--- config.mk ---
export PLATFORM = sky130hd
export DESIGN_NAME = masked_byte_pattern_scanner_core_flat
export DESIGN_NICKNAME = d
export VERILOG_FILES = /design/src/rtl/mbps_pkg.sv /design/src/rtl/mbps_if.sv /design/src/rtl/masked_byte_pattern_scanner_core.sv /design/src/rtl/mbps_cfg_regs.sv /design/src/rtl/mbps_match_unit.sv /design/src/flat_wrapper.sv
export SDC_FILE = /design/constraint.sdc
export NUM_CORES = 1
export LEC_CHECK = 0
export ABC_AREA = 0
export BUFFER_PORTS_ARGS = -buffer_cell sky130_fd_sc_hd__buf_2
export CAP_MARGIN = 10
export CORE_ASPECT_RATIO = 2
export CORE_MARGIN = 2
export CORE_UTILIZATION = 65
export DETAILED_ROUTE_END_ITERATION = 12
export PLACE_DENSITY_LB_ADDON = 0.2
export SYNTH_ARGS = -nofsm -noshare
export SYNTH_HDL_FRONTEND = slang
export SYNTH_HIERARCHICAL = 1
export SYNTH_SLANG_ARGS = --single-unit
--- constraint.sdc ---
create_clock -name clk_i -period 11.1 [get_ports clk_i]
set_clock_uncertainty 0.15 [all_clocks]
set_input_delay 3.33 -clock clk_i [delete_from_list [all_inputs] [get_ports clk_i]]
set_output_delay 3.33 -clock clk_i [all_outputs]
set_load 0.05 [all_outputs]
--- src/rtl/mbps_pkg.sv ---
`timescale 1ns / 1ps
// ----------------------------------------------------------------------------
// mbps_pkg
// Shared types and constants of the masked byte pattern scanner.
// ----------------------------------------------------------------------------
package mbps_pkg;

  localparam int unsigned MAX_PATTERN_BYTES = 16;
  localparam int unsigned PAT_BITS   = 8 * MAX_PATTERN_BYTES;
  localparam int unsigned LEN_W      = 5;
  localparam int unsigned WIN_IDX_W  = 4;
  localparam int unsigned CFG_IDX_W  = 3;
  localparam int unsigned CFG_DATA_W = 64;
  localparam int unsigned ADDR_W     = 32;
  localparam int unsigned COUNT_W    = 16;

  typedef enum logic [CFG_IDX_W-1:0] {
    REG_PATTERN_LO     = 3'd0,
    REG_PATTERN_HI     = 3'd1,
    REG_MASK_LO        = 3'd2,
    REG_MASK_HI        = 3'd3,
    REG_PATTERN_LENGTH = 3'd4,
    REG_MARKER_OFFSET  = 3'd5
  } reg_idx_e;

  // window, entry 0 is the newest byte
  typedef logic [MAX_PATTERN_BYTES-1:0][7:0] win_t;

  typedef struct packed {
    logic [PAT_BITS-1:0] pattern;
    logic [PAT_BITS-1:0] mask;
    logic [LEN_W-1:0]    len_eff;
    logic [LEN_W-1:0]    marker_offset;
  } cfg_t;

endpackage

--- src/rtl/mbps_if.sv ---
`timescale 1ns / 1ps
// ----------------------------------------------------------------------------
// mbps interfaces
// Valid/ready channels for input bytes, results and register writes.
// ----------------------------------------------------------------------------
interface mbps_in_if;
  logic        valid;
  logic        ready;
  logic [7:0]  data_byte;
  logic [31:0] byte_address;
  logic        first_of_region;

  modport source (output valid, data_byte, byte_address, first_of_region, input ready);
  modport sink (input valid, data_byte, byte_address, first_of_region, output ready);
endinterface

interface mbps_out_if;
  logic        valid;
  logic        ready;
  logic        match_here;
  logic [15:0] occurrence_count;
  logic [31:0] found_address;
  logic        any_found;

  modport source (output valid, match_here, occurrence_count, found_address, any_found,
                  input ready);
  modport sink (input valid, match_here, occurrence_count, found_address, any_found,
                output ready);
endinterface

interface mbps_cfg_if;
  logic        valid;
  logic        ready;
  logic [2:0]  index;
  logic [63:0] data;

  modport source (output valid, index, data, input ready);
  modport sink (input valid, index, data, output ready);
endinterface

--- src/rtl/masked_byte_pattern_scanner_core.sv ---
`timescale 1ns / 1ps
// ----------------------------------------------------------------------------
// masked_byte_pattern_scanner_core
// Wildcard byte signature scanner, one byte per cycle while out_o is not held.
// ----------------------------------------------------------------------------
// Usage:
//   in_i   carries one stream byte per item with its address and a
//          start-of-region flag; every input item yields one result item.
//   out_o  carries match_here, the saturating occurrence count, the latest
//          found address (window start plus marker offset) and any_found.
//   cfg_i  writes registers by index: pattern lo/hi, mask lo/hi, pattern
//          length, marker offset. Write only while no item is in flight.
// Timing: an accepted item waits in the input register; the window shift,
//   the 16-byte masked compare and the count update are combinational
//   into the result register. One item per cycle is sustained while out_o
//   is not held. The compare width of 16 bytes sets the logic depth.
// Reset: window cleared, count and found address zero, pattern length 1.
// Stall: while out_o is held, the input register keeps one item and input
//   ready drops once both registers are full; nothing is lost.
// ----------------------------------------------------------------------------
module masked_byte_pattern_scanner_core
  import mbps_pkg::*;
(
  input  logic            clk_i,
  input  logic            rst_ni,
  mbps_in_if.sink         in_i,
  mbps_out_if.source      out_o,
  mbps_cfg_if.sink        cfg_i
);

  cfg_t cfg;

  mbps_cfg_regs u_cfg_regs (
    .clk_i     (clk_i),
    .rst_ni    (rst_ni),
    .wr_en_i   (cfg_i.valid && cfg_i.ready),
    .wr_idx_i  (cfg_i.index),
    .wr_data_i (cfg_i.data),
    .cfg_o     (cfg)
  );

  assign cfg_i.ready = 1'b1;

  // input register
  logic              s1_valid_q;
  logic [7:0]        s1_byte_q;
  logic [ADDR_W-1:0] s1_addr_q;
  logic              s1_first_q;

  // result register
  logic               out_valid_q;
  logic               out_match_q;
  logic [COUNT_W-1:0] out_count_q;
  logic [ADDR_W-1:0]  out_found_q;

  // scan state
  win_t               win_q, win_d;
  logic [LEN_W-1:0]   cnt_q, cnt_d;
  logic               rmatched_q, rmatched_d;
  logic [COUNT_W-1:0] total_q, total_d;
  logic [ADDR_W-1:0]  found_q, found_d;

  logic advance;
  logic in_take;
  logic win_hit;
  logic hit;

  assign advance    = s1_valid_q && (!out_valid_q || out_o.ready);
  assign in_take    = in_i.valid && in_i.ready;
  assign in_i.ready = !s1_valid_q || advance;

  always_ff @(posedge clk_i or negedge rst_ni) begin
    if (!rst_ni) begin
      s1_valid_q <= 1'b0;
    end else if (in_take) begin
      s1_valid_q <= 1'b1;
    end else if (advance) begin
      s1_valid_q <= 1'b0;
    end
  end

  always_ff @(posedge clk_i) begin
    if (in_take) begin
      s1_byte_q  <= in_i.data_byte;
      s1_addr_q  <= in_i.byte_address;
      s1_first_q <= in_i.first_of_region;
    end
  end

  // a region start clears the window before the new byte goes in
  logic [LEN_W-1:0] cnt_base;
  always_comb begin
    win_d      = s1_first_q ? '0 : win_q;
    win_d      = {win_d[MAX_PATTERN_BYTES-2:0], s1_byte_q};
    cnt_base   = s1_first_q ? '0 : cnt_q;
    cnt_d      = (cnt_base < LEN_W'(MAX_PATTERN_BYTES)) ? cnt_base + LEN_W'(1) : cnt_base;
    rmatched_d = s1_first_q ? 1'b0 : rmatched_q;
  end

  mbps_match_unit u_match (
    .win_i (win_d),
    .cfg_i (cfg),
    .hit_o (win_hit)
  );

  always_comb begin
    hit     = !rmatched_d && (cnt_d >= cfg.len_eff) && win_hit;
    total_d = total_q;
    found_d = found_q;
    if (hit) begin
      if (total_q != {COUNT_W{1'b1}}) begin
        total_d = total_q + COUNT_W'(1);
      end
      found_d = s1_addr_q - ADDR_W'(cfg.len_eff) + ADDR_W'(1) + ADDR_W'(cfg.marker_offset);
    end
  end

  always_ff @(posedge clk_i or negedge rst_ni) begin
    if (!rst_ni) begin
      win_q      <= '0;
      cnt_q      <= '0;
      rmatched_q <= 1'b0;
      total_q    <= '0;
      found_q    <= '0;
    end else if (advance) begin
      win_q      <= win_d;
      cnt_q      <= cnt_d;
      rmatched_q <= rmatched_d || hit;
      total_q    <= total_d;
      found_q    <= found_d;
    end
  end

  always_ff @(posedge clk_i or negedge rst_ni) begin
    if (!rst_ni) begin
      out_valid_q <= 1'b0;
    end else if (advance) begin
      out_valid_q <= 1'b1;
    end else if (out_o.ready) begin
      out_valid_q <= 1'b0;
    end
  end

  always_ff @(posedge clk_i) begin
    if (advance) begin
      out_match_q <= hit;
      out_count_q <= total_d;
      out_found_q <= found_d;
    end
  end

  assign out_o.valid            = out_valid_q;
  assign out_o.match_here       = out_match_q;
  assign out_o.occurrence_count = out_count_q;
  assign out_o.found_address    = out_found_q;
  assign out_o.any_found        = (out_count_q != '0);

`ifndef NO_ASSERTIONS
  a_stall_holds_item: assert property (@(posedge clk_i) disable iff (!rst_ni)
    (s1_valid_q && !advance) |=> s1_valid_q)
    else $error("input register item dropped while stalled");

  a_count_monotonic: assert property (@(posedge clk_i) disable iff (!rst_ni)
    ##1 (total_q >= $past(total_q)))
    else $error("occurrence count decreased");

  a_match_has_count: assert property (@(posedge clk_i) disable iff (!rst_ni)
    (out_valid_q && out_match_q) |-> (out_count_q != '0))
    else $error("match reported with zero count");

  a_fill_bounded: assert property (@(posedge clk_i) disable iff (!rst_ni)
    cnt_q <= LEN_W'(MAX_PATTERN_BYTES))
    else $error("region fill count out of range");

  a_one_match_per_region: assert property (@(posedge clk_i) disable iff (!rst_ni)
    (advance && rmatched_q && !s1_first_q) |-> !hit)
    else $error("second match counted in one region");
`endif

endmodule

--- src/rtl/mbps_cfg_regs.sv ---
`timescale 1ns / 1ps
// ----------------------------------------------------------------------------
// mbps_cfg_regs
// Configuration register file; presents the clamped pattern length.
// ----------------------------------------------------------------------------
module mbps_cfg_regs
  import mbps_pkg::*;
(
  input  logic                  clk_i,
  input  logic                  rst_ni,
  input  logic                  wr_en_i,
  input  logic [CFG_IDX_W-1:0]  wr_idx_i,
  input  logic [CFG_DATA_W-1:0] wr_data_i,
  output cfg_t                  cfg_o
);

  logic [CFG_DATA_W-1:0] pat_lo_q, pat_hi_q, mask_lo_q, mask_hi_q;
  logic [LEN_W-1:0]      len_q, marker_q;

  always_ff @(posedge clk_i or negedge rst_ni) begin
    if (!rst_ni) begin
      pat_lo_q  <= '0;
      pat_hi_q  <= '0;
      mask_lo_q <= '0;
      mask_hi_q <= '0;
      len_q     <= LEN_W'(1);
      marker_q  <= '0;
    end else if (wr_en_i) begin
      case (wr_idx_i)
        REG_PATTERN_LO:     pat_lo_q  <= wr_data_i;
        REG_PATTERN_HI:     pat_hi_q  <= wr_data_i;
        REG_MASK_LO:        mask_lo_q <= wr_data_i;
        REG_MASK_HI:        mask_hi_q <= wr_data_i;
        REG_PATTERN_LENGTH: len_q     <= wr_data_i[LEN_W-1:0];
        REG_MARKER_OFFSET:  marker_q  <= wr_data_i[LEN_W-1:0];
        default: ;
      endcase
    end
  end

  always_comb begin
    cfg_o.pattern       = {pat_hi_q, pat_lo_q};
    cfg_o.mask          = {mask_hi_q, mask_lo_q};
    cfg_o.marker_offset = marker_q;
    if (len_q == '0) begin
      cfg_o.len_eff = LEN_W'(1);
    end else if (len_q > LEN_W'(MAX_PATTERN_BYTES)) begin
      cfg_o.len_eff = LEN_W'(MAX_PATTERN_BYTES);
    end else begin
      cfg_o.len_eff = len_q;
    end
  end

endmodule

--- src/rtl/mbps_match_unit.sv ---
`timescale 1ns / 1ps
// ----------------------------------------------------------------------------
// mbps_match_unit
// Masked compare of the newest len_eff window bytes against the pattern in parallel.
// ----------------------------------------------------------------------------
module mbps_match_unit
  import mbps_pkg::*;
(
  input  win_t  win_i,
  input  cfg_t  cfg_i,
  output logic  hit_o
);

  always_comb begin
    logic [LEN_W-1:0]     pos;
    logic [7:0]           pat_b, mask_b, win_b;
    hit_o = 1'b1;
    for (int k = 0; k < MAX_PATTERN_BYTES; k++) begin
      // pattern byte 0 lines up with the oldest byte of the window
      pos    = cfg_i.len_eff - LEN_W'(1) - LEN_W'(k);
      pat_b  = cfg_i.pattern[8*k +: 8];
      mask_b = cfg_i.mask[8*k +: 8];
      win_b  = win_i[pos[WIN_IDX_W-1:0]];
      if ((LEN_W'(k) < cfg_i.len_eff) && ((win_b & mask_b) != (pat_b & mask_b))) begin
        hit_o = 1'b0;
      end
    end
  end

endmodule

--- src/flat_wrapper.sv ---
// flat-port wrapper written by rule: the top's interface ports become plain ports
module masked_byte_pattern_scanner_core_flat import mbps_pkg::*;
  (clk_i, rst_ni, in_i_valid, in_i_data_byte, in_i_byte_address, in_i_first_of_region, in_i_ready, out_o_valid, out_o_match_here, out_o_occurrence_count, out_o_found_address, out_o_any_found, out_o_ready, cfg_i_valid, cfg_i_index, cfg_i_data, cfg_i_ready);
  mbps_in_if in_i_i ();
  mbps_out_if out_o_i ();
  mbps_cfg_if cfg_i_i ();
  input  logic clk_i;
  input  logic rst_ni;
  input wire logic [$bits(in_i_i.valid)-1:0] in_i_valid;
  input wire logic [$bits(in_i_i.data_byte)-1:0] in_i_data_byte;
  input wire logic [$bits(in_i_i.byte_address)-1:0] in_i_byte_address;
  input wire logic [$bits(in_i_i.first_of_region)-1:0] in_i_first_of_region;
  output wire logic [$bits(in_i_i.ready)-1:0] in_i_ready;
  output wire logic [$bits(out_o_i.valid)-1:0] out_o_valid;
  output wire logic [$bits(out_o_i.match_here)-1:0] out_o_match_here;
  output wire logic [$bits(out_o_i.occurrence_count)-1:0] out_o_occurrence_count;
  output wire logic [$bits(out_o_i.found_address)-1:0] out_o_found_address;
  output wire logic [$bits(out_o_i.any_found)-1:0] out_o_any_found;
  input wire logic [$bits(out_o_i.ready)-1:0] out_o_ready;
  input wire logic [$bits(cfg_i_i.valid)-1:0] cfg_i_valid;
  input wire logic [$bits(cfg_i_i.index)-1:0] cfg_i_index;
  input wire logic [$bits(cfg_i_i.data)-1:0] cfg_i_data;
  output wire logic [$bits(cfg_i_i.ready)-1:0] cfg_i_ready;
  assign in_i_i.valid = in_i_valid;
  assign in_i_i.data_byte = in_i_data_byte;
  assign in_i_i.byte_address = in_i_byte_address;
  assign in_i_i.first_of_region = in_i_first_of_region;
  assign in_i_ready = in_i_i.ready;
  assign out_o_valid = out_o_i.valid;
  assign out_o_match_here = out_o_i.match_here;
  assign out_o_occurrence_count = out_o_i.occurrence_count;
  assign out_o_found_address = out_o_i.found_address;
  assign out_o_any_found = out_o_i.any_found;
  assign out_o_i.ready = out_o_ready;
  assign cfg_i_i.valid = cfg_i_valid;
  assign cfg_i_i.index = cfg_i_index;
  assign cfg_i_i.data = cfg_i_data;
  assign cfg_i_ready = cfg_i_i.ready;
  masked_byte_pattern_scanner_core u_core (.clk_i(clk_i), .rst_ni(rst_ni), .in_i(in_i_i), .out_o(out_o_i), .cfg_i(cfg_i_i));
endmodule
==> results.json <==
{
  "hp-class": "register to register",
  "ys_warn_count": 6,
  "cp-end-kind": "register",
  "outcome": "finished, final reports clean",
  "rsz0062_at_grt": "false",
  "powerDensity_mw_per_mm2": 229,
  "postCtsSetupBuffers": 0,
  "netlist.area_leader.share_pct": 32.1,
  "p_total_mw": 8.46,
  "fin_ws_ns": 2.01,
  "clkPwrFrac_pct": 21.1,
  "coreArea_mm2": 0.0524,
  "clk_latency_ns": 0.62,
  "rows": 119,
  "p_leak_nw": 16.2,
  "avgSynthCellArea_um2": 11.8,
  "drc": 0,
  "grt_usage_pct": 41.4,
  "portBuffers": 164,
  "cts_tree": "done",
  "finalCritPeriodShare_pct": 81.9,
  "postSynthCellCount": 2918,
  "die_h_um": 329,
  "grt.overflow.total": 0,
  "setup_viol": 0,
  "gp_congestion": 1.08,
  "drive_above_1_share_pct": 29.4,
  "pwr-share-comb_pct": 48.0,
  "hold_viol": 0,
  "fin_area_mm2": 0.0370,
  "drt_pass1_iterations": 7,
  "wirelength_mm": 113,
  "grt_use_met2_pct": 70.6,
  "globalRoute.busiestLayer": "met2",
  "num_vias": 24975,
  "fin_setup_tns_ns": 0,
  "numCtsBuffers": 50,
  "cts_buffer_depth": 3,
  "start_util_pct": 65.5,
  "synth_edf_count": 90,
  "async_flop_share_pct": 83.1,
  "crit_type": "register to register",
  "cts.repair.resized": 0,
  "grt_max_degree": 184,
  "crit_arrival_ns": 9.30,
  "grt.met3_usage_pct": 8.79,
  "p_sw_mw": 3.51,
  "fin_crit_ns": 9.09,
  "cts_hold_buf": 0,
  "layout_commonest_cell": "dfrtp_1",
  "die_x_um": 167,
  "pin_count": 166,
  "synth.top_cells.by_area": "dfrtp_1 32%, mux2_2 11%, edfxtp_1 7.9%",
  "tightest_slew_ns": 1.37,
  "grt_pass1_vias": 26536,
  "grt_use_met1_pct": 41.5,
  "ys_ff_latch": 532,
  "ir_drop_v": 0.000233,
  "p_seq_share_pct": 30.9,
  "place_ws_ns": 2.25,
  "finalMaxSlewViolations": 0,
  "syn_nets": 3083,
  "power.internal_mw": 4.95,
  "antenna_cells": 0,
  "synth-main-ff-cell": "dfrtp_1",
  "hpwl_mm": 83.8,
  "grt_pass1_wl_mm": 168,
  "antenna_found_initial": 5,
  "finalNetCount": 3160,
  "synth.cell_area_mm2": 0.0343,
  "numClockSinks": 532,
  "dieArea_mm2": 0.0548,
  "synth.largest_area_cell": "dfrtp_1",
  "final_core_util_pct": 70.5,
  "slew_headroom_pct": 5.83,
  "viasPerCell": 6.75,
  "root_buffer": "clkbuf_16",
  "place_area_mm2": 0.0353,
  "critPathMaxStageDelay_ns": 0.76,
  "ys_types": 97,
  "final_cell_mix": "441 x dfrtp_1, 341 x mux2_2, 269 x mux2i_1",
  "crit_slowest_cell": "ha_1",
  "cp_max_fo": 154,
  "drv_cap": 0,
  "antenna_left": 0,
  "cts_max_level": 2,
  "clock.fmax_mhz": 110,
  "synth-seq-area-share_pct": 40.1,
  "drt-initial-drc-count": 1885,
  "startpoint_type": "register",
  "swShare_pct": 41.5,
  "clkTransAtPathRegs_ns": 0.07,
  "wl_per_cell_um": 30.5,
  "crit_chain": "or3_1 -> a21oi_4 -> inv_2 -> buf_4 -> ha_4 -> buf_12 -> ha_1 -> nor2b_1 -> a22o_1 -> nor2_1 -> mux2i_1 -> mux2i_1 -> a2111oi_1 -> nand4_1 -> o41ai_2 -> o211ai_1 -> nor3_2 -> o21ai_0 -> nand2b_1 -> buf_4 -> nor2_1 -> nand4_1 -> xnor2_1",
  "required_ns": 11.31,
  "syn_to_final_growth_pct": 7.70
}
-- final cells by class --
cell class / count / area (um2)
Clock inverter: 24 / 221
Clock buffer: 70 / 1470
Timing Repair Buffer: 199 / 1130
Multi-Input combinational cell: 2142 / 19300
Inverter: 70 / 268
Tap cell: 665 / 832
Fill cell: 3825 / 15400
Sequential cell: 532 / 13800
-- sequential cells by signal, indices dropped and copies added (netlist names) --
signal / cells
u_core/u_cfg_regs/pat_lo_q: 64
u_core/out_o.found_address: 32
u_core/found_q: 32
u_core/out_o.occurrence_count: 16
u_core/out_o.match_here: 1
u_core/u_cfg_regs/len_q: 5
u_core/s1_addr_q: 32
u_core/total_q: 16
u_core/rmatched_q: 1
u_core/s1_valid_q: 1
u_core/win_q: 120
u_core/u_cfg_regs/mask_lo_q: 64
u_core/u_cfg_regs/pat_hi_q: 64
u_core/cnt_q: 5
u_core/u_cfg_regs/marker_q: 5
u_core/u_cfg_regs/mask_hi_q: 64
u_core/out_o.valid: 1
u_core/s1_first_q: 1
u_core/s1_byte_q: 8
-- cells in the mapped netlist, types with 70 or more instances --
cell / n
mux2_2: 341
mux2i_1: 270
nor2b_1: 141
mux2_4: 130
a21oi_1: 100
nand2_1: 188
xnor2_1: 120
edfxtp_1: 90
xor2_1: 70
mux4_2: 91
nor2_1: 112
dfrtp_1: 441
-- cell families (layout without fill, tap and decap cells) --
logic type,count (synthesis),after routing,share of synthesized area (%)
xor gates and xnor gates,197,197,5.23
adders and majority gates,52,52,2.00
DFF,532,532,40.1
muxes,840,840,31.0
AOI/OAI and AO/OA,370,370,7.35
and+or+nand+nor,682,682,10.4
buffers and inverters,244,363,3.95
other,1,1,0.0109
-- power by group through the flow --
stage / Clock [mW] / Sequential (mW) / Combinational, mW
6_report: 1.78 / 2.62 / 4.06
5_1_grt: 1.88 / 2.66 / 4.23
4_1_cts: 1.81 / 2.61 / 3.95
3_5_place_dp: 0 / 2.64 / 3.93
3_3_place_gp: 0 / 2.62 / 3.84
2_1_floorplan: 0 / 2.66 / 2.75
-- path summary, 6_finish.rpt --
path,from,end,slack [ns],cells past startpoint
max,u_core/u_cfg_regs/len_q[2],u_core/out_o.occurrence_count[7],2.01,23
min,u_core/win_q[7],u_core/win_q[7],0.32,2
max reg2reg,u_core/u_cfg_regs/len_q[2],u_core/out_o.occurrence_count[7],2.01,23
min reg2reg,u_core/win_q[7],u_core/win_q[7],0.32,2
max in group asynchronous,rst_ni,u_core/found_q[22],6.57,2
min in group asynchronous,rst_ni,u_core/u_cfg_regs/mask_hi_q[20],2.59,1
-- critical path: cells and delay by family, from the launching register on --
kind            cells  cell delay (ns)
compound gates      6             1.92
xor+xnor            1             0.18
fa+ha+maj           2             1.40
buf+inv             4             1.19
flops               1             0.40
mux                 2             0.66
simple gates        8             2.90
-- metrics by stage --
stage / std cells / hold WS [ns]
3_5_place_dp: 3608 / 0.308
3_3_place_gp: 3608 / 0.302
6_report: 3702 / 0.324
4_1_cts: 3702 / 0.325
5_1_grt: 3702 / 0.342
2_1_floorplan: 2918 / 0.288
-- per-layer routing --
metal,routed length [um],up-vias
met2,55500,1148
met4,13600,6
met3,7250,461
li1,-,10837
met5,46,-
met1,36600,12523
No activity file was read; power rests on OpenSTA's default activity.
